`src/rtl/core/pcu_pkg.sv`:
```
// shared constants and types for the paillier unit
// no dependencies
package pcu_pkg;
  localparam int KeyBits = 16;
  localparam int ExpCntW = $clog2(KeyBits + 1);
  localparam int MulCntW = 6;
  localparam int CfgIdxW = 3;
  typedef enum logic [1:0] {
    ACT_ENCRYPT = 2'd0,
    ACT_DECRYPT = 2'd1,
    ACT_ADD     = 2'd2,
    ACT_NONE    = 2'd3
  } action_t;
  localparam logic [CfgIdxW-1:0] REG_GEN  = 3'd0;
  localparam logic [CfgIdxW-1:0] REG_N    = 3'd1;
  localparam logic [CfgIdxW-1:0] REG_NSQ  = 3'd2;
  localparam logic [CfgIdxW-1:0] REG_LAM  = 3'd3;
  localparam logic [CfgIdxW-1:0] REG_MU   = 3'd4;
  typedef struct packed {
    logic start;
    logic busy;
    logic done;
  } mul_ctl_t;
endpackage

```
`src/rtl/core/pcu_modmul.sv`:
```
// bit-serial modular multiplier: a*b mod m, one multiplier bit per cycle
// depends on pcu_pkg
module pcu_modmul (
  input  logic        clk,
  input  logic        rst_n,
  input  logic        start,
  input  logic [31:0] a,
  input  logic [31:0] b,
  input  logic [31:0] m,
  output pcu_pkg::mul_ctl_t ctl,
  output logic [31:0] p
);
  typedef enum logic [1:0] {S_IDLE, S_RA, S_RUN} st_t;
  st_t st_r;
  logic [31:0] a_r, b_r, acc_r, m_r;
  logic [pcu_pkg::MulCntW-1:0] cnt_r;
  logic done_r;
  logic last_bit;
  logic [33:0] dbl, add1;
  logic [32:0] red;
  assign last_bit = (cnt_r == pcu_pkg::MulCntW'(31));
  // horner reduction of the a operand, one bit of a per cycle
  always_comb begin
    red = {acc_r, a_r[31]};
    if (red >= {1'b0, m_r}) red = red - {1'b0, m_r};
  end
  always_comb begin
    dbl = {1'b0, acc_r, 1'b0};
    if (dbl >= {2'b0, m_r}) dbl = dbl - {2'b0, m_r};
    add1 = dbl + (b_r[31] ? {2'b0, a_r} : 34'd0);
    if (add1 >= {2'b0, m_r}) add1 = add1 - {2'b0, m_r};
  end
  always_ff @(posedge clk) begin
    done_r <= rst_n && ((st_r == S_RA && m_r == '0) || (st_r == S_RUN && last_bit));
    if (!rst_n) begin
      st_r <= S_IDLE;
    end else begin
      unique case (st_r)
        S_IDLE: if (start) begin
          a_r <= a; b_r <= b; m_r <= m; acc_r <= '0; cnt_r <= '0; st_r <= S_RA;
        end
        S_RA: begin
          if (m_r == '0) begin
            acc_r <= '0; st_r <= S_IDLE;
          end else if (last_bit) begin
            a_r <= red[31:0]; acc_r <= '0; cnt_r <= '0; st_r <= S_RUN;
          end else begin
            a_r <= {a_r[30:0], 1'b0}; acc_r <= red[31:0];
            cnt_r <= cnt_r + pcu_pkg::MulCntW'(1);
          end
        end
        S_RUN: begin
          acc_r <= add1[31:0];
          b_r <= {b_r[30:0], 1'b0};
          cnt_r <= cnt_r + pcu_pkg::MulCntW'(1);
          if (last_bit) st_r <= S_IDLE;
        end
        default: st_r <= S_IDLE;
      endcase
    end
  end
  assign ctl.start = start;
  assign ctl.busy = (st_r != S_IDLE);
  assign ctl.done = done_r;
  assign p = acc_r;
endmodule

```
`src/rtl/core/pcu_divider.sv`:
```
// restoring divider for the decrypt tail: (x-1)/n, one quotient bit per cycle
// depends on pcu_pkg
module pcu_divider (
  input  logic        clk,
  input  logic        rst_n,
  input  logic        start,
  input  logic [31:0] num,
  input  logic [15:0] den,
  output logic        done,
  output logic [31:0] quo
);
  logic [31:0] q_r;
  logic [16:0] rem_r;
  logic [15:0] den_r;
  logic [pcu_pkg::MulCntW-1:0] cnt_r;
  logic run_r, done_r;
  logic last_bit;
  logic [17:0] sh;
  logic [17:0] diff;
  assign sh = {rem_r, q_r[31]};
  assign diff = sh - {2'b0, den_r};
  assign last_bit = (cnt_r == pcu_pkg::MulCntW'(31));
  always_ff @(posedge clk) begin
    done_r <= rst_n && !start && run_r && last_bit;
    if (!rst_n) begin
      run_r <= 1'b0;
    end else if (start) begin
      q_r <= num; rem_r <= '0; den_r <= den; cnt_r <= '0; run_r <= 1'b1;
    end else if (run_r) begin
      if (!diff[17]) begin
        rem_r <= diff[16:0]; q_r <= {q_r[30:0], 1'b1};
      end else begin
        rem_r <= sh[16:0]; q_r <= {q_r[30:0], 1'b0};
      end
      cnt_r <= cnt_r + pcu_pkg::MulCntW'(1);
      if (last_bit) run_r <= 1'b0;
    end
  end
  assign done = done_r;
  assign quo = q_r;
endmodule

```
`src/rtl/core/paillier_crypto_unit_core.sv`:
```
// Paillier unit top level: sequencer over a shared serial modular multiplier
// depends on pcu_pkg, pcu_modmul, pcu_divider
//
// usage: drive in_action, in_ciphertext, in_plaintext, in_blinding and pulse
// start while busy is low; the beat is taken at that edge and busy rises.
// the result appears on out_result with out_valid high for exactly one cycle,
// and busy falls in that same cycle; the receiver cannot stall, so the
// result must be taken. configuration: cfg_we, cfg_index, cfg_wdata
// write one key register per edge; the user must write them only while busy
// is low, as the block itself does not enforce it. reset loads the default
// key and clears busy. each modular multiply first reduces the first operand
// bit by bit, then multiplies, with start and done handshakes around it.
// each exponent bit takes a squaring, and a multiply first when it is set.
// encrypt runs two 16-bit square-and-multiply ladders (up to 64 multiplies)
// plus one final multiply; add adds one more multiply. decrypt runs one
// ladder, a divide and one multiply. an unused action, zero n^2 in encrypt
// or add, or zero n in decrypt go straight to the output state with zero.
// one item is in flight at a time; the serial multiplier sets the pace.
module paillier_crypto_unit_core (
  input  logic        clk,
  input  logic        rst_n,
  input  logic        start,
  output logic        busy,
  input  logic [1:0]  in_action,
  input  logic [31:0] in_ciphertext,
  input  logic [15:0] in_plaintext,
  input  logic [15:0] in_blinding,
  output logic        out_valid,
  output logic [31:0] out_result,
  input  logic        cfg_we,
  input  logic [2:0]  cfg_index,
  input  logic [31:0] cfg_wdata
);
  typedef enum logic [3:0] {
    S_IDLE, S_POW_MUL, S_POW_SQ, S_POW_NEXT, S_POW_DONE,
    S_FIN_MUL, S_DIV, S_MU_MUL, S_OUT
  } st_t;
  st_t st_r;
  logic [31:0] gen_r, nsq_r;
  logic [15:0] n_r, lam_r, mu_r;
  logic [1:0] act_r;
  logic [31:0] c_r, acc_r, base_r, gm_r, res_r;
  logic [15:0] m_r, r_r, e_r;
  logic [pcu_pkg::ExpCntW-1:0] bit_r;
  logic [1:0] phase_r;  // 0: g^m or c^lam, 1: r^n, 2: combine, 3: add mul
  logic waiting_r, busy_r, valid_r;
  logic mul_go;
  logic [31:0] mul_a, mul_b, mul_m, mul_p;
  pcu_pkg::mul_ctl_t mul_ctl;
  logic div_go, div_done;
  logic [31:0] div_q;

  pcu_modmul u_mul (.clk, .rst_n, .start(mul_go), .a(mul_a), .b(mul_b), .m(mul_m),
    .ctl(mul_ctl), .p(mul_p));
  pcu_divider u_div (.clk, .rst_n, .start(div_go), .num(acc_r - 32'd1), .den(n_r),
    .done(div_done), .quo(div_q));

  always_comb begin
    mul_go = 1'b0; mul_a = acc_r; mul_b = base_r; mul_m = nsq_r; div_go = 1'b0;
    unique case (st_r)
      S_POW_MUL: mul_go = !waiting_r && e_r[0];
      S_POW_SQ: begin mul_go = !waiting_r; mul_a = base_r; end
      S_FIN_MUL: begin mul_go = !waiting_r; mul_a = gm_r; mul_b = acc_r; end
      S_DIV: div_go = !waiting_r;
      S_MU_MUL: begin
        mul_go = !waiting_r; mul_a = div_q; mul_b = {16'd0, mu_r};
        mul_m = {16'd0, n_r};
      end
      default: ;
    endcase
  end

  always_ff @(posedge clk) begin
    valid_r <= rst_n && (st_r == S_OUT);
    if (!rst_n) begin
      st_r <= S_IDLE; busy_r <= 1'b0; waiting_r <= 1'b0;
      gen_r <= 32'd46822; n_r <= 16'd48443; nsq_r <= 32'd2346724249;
      lam_r <= 16'd24000; mu_r <= 16'd3390;
    end else begin
      if (cfg_we) begin
        unique case (cfg_index)
          pcu_pkg::REG_GEN: gen_r <= cfg_wdata;
          pcu_pkg::REG_N:   n_r <= cfg_wdata[15:0];
          pcu_pkg::REG_NSQ: nsq_r <= cfg_wdata;
          pcu_pkg::REG_LAM: lam_r <= cfg_wdata[15:0];
          pcu_pkg::REG_MU:  mu_r <= cfg_wdata[15:0];
          default: ;
        endcase
      end
      unique case (st_r)
        S_IDLE: if (start) begin
          busy_r <= 1'b1; act_r <= in_action; c_r <= in_ciphertext;
          m_r <= in_plaintext; r_r <= in_blinding; phase_r <= 2'd0; bit_r <= '0;
          waiting_r <= 1'b0;
          acc_r <= (nsq_r == 32'd1) ? 32'd0 : 32'd1;
          if (in_action == pcu_pkg::ACT_DECRYPT) begin
            base_r <= in_ciphertext; e_r <= lam_r;
            if (n_r == 16'd0) begin res_r <= '0; st_r <= S_OUT; end
            else st_r <= S_POW_MUL;
          end else if (in_action == pcu_pkg::ACT_NONE || nsq_r == 32'd0) begin
            res_r <= '0; st_r <= S_OUT;
          end else begin
            base_r <= gen_r; e_r <= in_plaintext; st_r <= S_POW_MUL;
          end
        end
        S_POW_MUL: begin
          if (!e_r[0] && !waiting_r) begin
            // still reduce the base via the squaring multiply
            st_r <= S_POW_SQ;
          end else if (mul_go) waiting_r <= 1'b1;
          else if (mul_ctl.done) begin
            acc_r <= mul_p; waiting_r <= 1'b0; st_r <= S_POW_SQ;
          end
        end
        S_POW_SQ: begin
          if (mul_go) waiting_r <= 1'b1;
          else if (mul_ctl.done) begin
            base_r <= mul_p; waiting_r <= 1'b0; st_r <= S_POW_NEXT;
          end
        end
        S_POW_NEXT: begin
          e_r <= {1'b0, e_r[15:1]}; bit_r <= bit_r + pcu_pkg::ExpCntW'(1);
          if (bit_r == pcu_pkg::ExpCntW'(pcu_pkg::KeyBits - 1)) st_r <= S_POW_DONE;
          else st_r <= S_POW_MUL;
        end
        S_POW_DONE: begin
          bit_r <= '0;
          if (act_r == pcu_pkg::ACT_DECRYPT) begin
            if (nsq_r == 32'd0) acc_r <= '0;
            if (acc_r == 32'd0 || nsq_r == 32'd0) begin
              res_r <= '0; st_r <= S_OUT;
            end else st_r <= S_DIV;
          end else if (phase_r == 2'd0) begin
            gm_r <= acc_r; acc_r <= (nsq_r == 32'd1) ? 32'd0 : 32'd1;
            base_r <= {16'd0, r_r}; e_r <= n_r; phase_r <= 2'd1; st_r <= S_POW_MUL;
          end else begin
            phase_r <= 2'd2; st_r <= S_FIN_MUL;
          end
        end
        S_FIN_MUL: begin
          if (mul_go) waiting_r <= 1'b1;
          else if (mul_ctl.done) begin
            waiting_r <= 1'b0;
            if (act_r == pcu_pkg::ACT_ADD && phase_r == 2'd2) begin
              gm_r <= c_r; acc_r <= mul_p; phase_r <= 2'd3;
            end else begin
              res_r <= mul_p; st_r <= S_OUT;
            end
          end
        end
        S_DIV: begin
          if (div_go) waiting_r <= 1'b1;
          else if (div_done) begin waiting_r <= 1'b0; st_r <= S_MU_MUL; end
        end
        S_MU_MUL: begin
          if (mul_go) waiting_r <= 1'b1;
          else if (mul_ctl.done) begin
            waiting_r <= 1'b0; res_r <= mul_p; st_r <= S_OUT;
          end
        end
        S_OUT: begin
          busy_r <= 1'b0; st_r <= S_IDLE;
        end
        default: st_r <= S_IDLE;
      endcase
    end
  end
  assign busy = busy_r;
  assign out_valid = valid_r;
  assign out_result = res_r;
endmodule

```
`config.mk`:
```
export PLATFORM = sky130hd
export DESIGN_NAME = paillier_crypto_unit_core
export DESIGN_NICKNAME = d
export VERILOG_FILES = /design/src/rtl/core/pcu_pkg.sv /design/src/rtl/core/pcu_modmul.sv /design/src/rtl/core/pcu_divider.sv /design/src/rtl/core/paillier_crypto_unit_core.sv
export SDC_FILE = /design/constraint.sdc
export NUM_CORES = 1
export LEC_CHECK = 0
export ABC_CLOCK_PERIOD_IN_PS = 9500
export BUFFER_PORTS_ARGS = -buffer_cell sky130_fd_sc_hd__buf_2
export CAP_MARGIN = 10
export CORE_MARGIN = 3
export CORE_UTILIZATION = 55
export CTS_BUF_LIST = sky130_fd_sc_hd__clkbuf_8
export CTS_CLUSTER_DIAMETER = 60
export DETAILED_ROUTE_END_ITERATION = 8
export PLACE_DENSITY = 0.72
export SLEW_MARGIN = 5
export SYNTH_ARGS = -nofsm -noshare
export SYNTH_HDL_FRONTEND = slang
export SYNTH_SLANG_ARGS = --single-unit
```
`constraint.sdc`:
```
create_clock -name clk -period 9.5 [get_ports clk]
set_clock_uncertainty 0.05 [all_clocks]
set_input_delay 0 -clock clk [delete_from_list [all_inputs] [get_ports clk]]
set_output_delay 0 -clock clk [all_outputs]
set_load 0.02 [all_outputs]
```
==> impl_metrics.json <==
{
  "gp_congestion": 1.05,
  "worst_pin_slew_ps": 1380,
  "finalSetupViolations": 0,
  "floorplan.initialDensity_pct": 56.1,
  "clkTransAtPathRegs_ps": 60,
  "area_delta_synth_final_pct": 14.6,
  "cp_num_cells": 29,
  "worstSetupEndpoint": "u_mul.p[20]",
  "ctsLongestPathBuffers": 3,
  "grt_remaining_overflow": 0,
  "cp_max_fo": 37,
  "setup_tns_ps": 0,
  "synth.avg_cell_area_um2": 9.20,
  "slew_viol_final": 0,
  "fill_cells": 4548,
  "worstPathArrival_ps": 9140,
  "hold_class": "input port to flip-flop",
  "place_ws_ps": 1010,
  "synthCells": 3469,
  "grt_usage_pct": 41.7,
  "post_cts_buffers": 0,
  "async_flop_share_pct": 0,
  "cp_slowest_cell": "edfxtp_1",
  "synth_area_mm2": 0.0319,
  "nNetsFinal": 3925,
  "wire_per_inst_um": 28.4,
  "grt_pass1_wl_um": 186000,
  "rsz0062_at_grt": "no",
  "crit_type": "flip-flop to flip-flop",
  "r2r_end": "u_mul.p[20]",
  "drtIter0Drc": 4161,
  "path_common_cell": "a21oi_1",
  "critPathLaunch": "u_mul.p[8]",
  "core_area_mm2": 0.0569,
  "die_w_um": 247,
  "slowest_delay_ps": 650,
  "min_from": "in_ciphertext[29]",
  "rr_startpoint": "u_mul.p[8]",
  "hpwl_um": 93300,
  "route.antenna.remaining_nets": 0,
  "clock_latency_ps": 710,
  "ff_latch_area_mm2": 0.0147,
  "cap_violations": 0,
  "synth-edff-count": 406,
  "grt_pass1_vias": 28300,
  "crit_path_end_kind": "flip-flop",
  "numCtsBuffers": 91,
  "grt_max_degree": 81,
  "yosys_warnings": 0,
  "num_io_pins": 139,
  "postLayoutSetupSlackWorst_ps": 785,
  "synth-seq-cells": 530,
  "portBuffers": 138,
  "place_area_mm2": 0.0332,
  "fin_crit_ps": 8710,
  "slew-limit-headroom_pct": 7.99,
  "cp_top_family": "compound AO/OA/AOI/OAI gates",
  "routed_wl_um": 128000,
  "synth_top_cell_by_area": "edfxtp_1",
  "r2r_slack_ps": 790,
  "clock_sinks": 530,
  "die_h_um": 247,
  "synth_seq_area_share_pct": 46.0,
  "p_per_area_mw_per_mm2": 272,
  "hold_viol": 0,
  "cts_tree": "yes",
  "synthTopCellsByArea": "edfxtp_1 (38%), dfxtp_1 (7.8%), nand2_1 (7.3%), ha_1 (4.9%), a21oi_1 (4.7%)",
  "finalCritPeriodShare_pct": 91.7,
  "crit_required_ps": 9930,
  "drcViolationCount": 0,
  "worst_setup_path_start_kind": "flip-flop",
  "hold_depth": 2,
  "dieArea_mm2": 0.0610,
  "drive_above_1_share_pct": 10.5,
  "synth.distinct_cells": 90,
  "antenna_found_initial": 6,
  "max_freq_mhz": 115,
  "final_area_mm2": 0.0366,
  "first_pass_iters": 8,
  "synth_top_cell_area_share_pct": 38.2,
  "cts_root_buf": "clkbuf_8",
  "synth_flop_cell": "edfxtp_1",
  "avgViaCountPerCell": 6.61,
  "ff2ff_path_depth": 29,
  "multi_input_area_mm2": 0.0161,
  "vias": 29900,
  "status": "finished, final reports clean",
  "cts-htree-levels": 3,
  "total_power_uw": 9930,
  "rows": 87,
  "p_leak_uw": 0.0142,
  "peakVddDrop_mv": 0.226,
  "syn_nets": 3703,
  "crit_buf_inv": 1
}
-- synth_stat cells, types with 6 or more instances --
cell and count:
a311o_1 9, or4_1 7, o21ai_1 11, buf_1 16
o21ai_0 204, nand2_1 617, a2111oi_0 25, a211oi_1 13
o211ai_1 30, nand4_1 45, o31ai_1 11, edfxtp_1 406
nor2_1 208, a21o_1 45, nand2b_1 10, buf_2 35
dfxtp_1 124, a211o_1 10, nor2b_1 42, or2_2 12
a21oi_1 300, xnor2_1 103, mux2i_1 84, inv_1 99
o21a_1 28, a22o_1 25, or3_1 8, mux2_2 24
xor2_1 58, and2_1 48, a31oi_1 18, o21bai_1 16
a22oi_1 50, buf_4 6, nor3_1 42, nor4_1 44
and3_1 121, clkbuf_1 165, nand3_1 103, and4_1 9
ha_1 124, a221oi_1 27
-- placed cells by master (no fill, tap or decap), types with 123 or more instances in the layout --
cell and count:
edfxtp_1 406, nand2_1 615, nor2_1 200, a21oi_1 296, dlygate4sd3_1 162, o21ai_0 204, inv_1 134, ha_1 123
dfxtp_1 123, buf_2 139
-- power by group --
| group | total, uW | switching (uW) | internal [uW] |
|---|---|---|---|
| logic | 4690 | 3060 | 1630 |
| registers | 3180 | 296 | 2890 |
| clock network | 2060 | 1000 | 1050 |
-- worst min-delay path by stage --
stage	endpoint	slack (ps)
CTS	act_r[1]	1
detailed placement	r_r[7]	130
finish	c_r[29]	60
floorplan	act_r[0]	50
global route	act_r[1]	40
global placement	r_r[7]	130
-- cells by family (layout without fill, tap and decap cells) --
kind of cell / count (synthesis) / after routing / share of synthesized area [%]
and+or+nand+nor: 1332 / 1332 / 19.3
xor gates and xnor gates: 161 / 161 / 4.42
AOI/OAI and AO/OA: 884 / 884 / 17.6
adders and majority gates: 129 / 129 / 5.17
muxes: 108 / 108 / 3.48
other: 0 / 4 / 0
DFF: 530 / 530 / 46.0
buffers and inverters: 325 / 620 / 4.10
-- area by class of cell --
class	instances	area share [%]
clock buffers	103	3.88
flip-flops and latches	530	40.1
clock inverters	63	0.941
inverters	100	1.03
diodes	4	0.0274
multi-input cells	2614	44.0
well taps	756	2.59
repair buffers	354	7.42
-- metal layers --
metal  GRT usage [%]  wire, um
met1            57.1     49600
met2            60.3     53300
met3            12.1     17600
met4            20.5      7850
met5               0        12
-- per-stage QoR --
step / utilization (%) / instances / hold WS [ps]
floorplan: - / 3469 / 48.9
global placement: 58.3 / 4191 / 127
detailed placement: 58.3 / 4191 / 128
CTS: 64.2 / 4519 / 1.25
global route: 64.2 / 4522 / 41.0
finish: 64.3 / 4524 / 61.9
-- what timing repair did --
action,4_1_cts,5_1_grt
endpoints found under the hold margin,224,0
resized for setup,0,0
hold buffers,162,0
No activity file was read; power rests on OpenSTA's default activity.
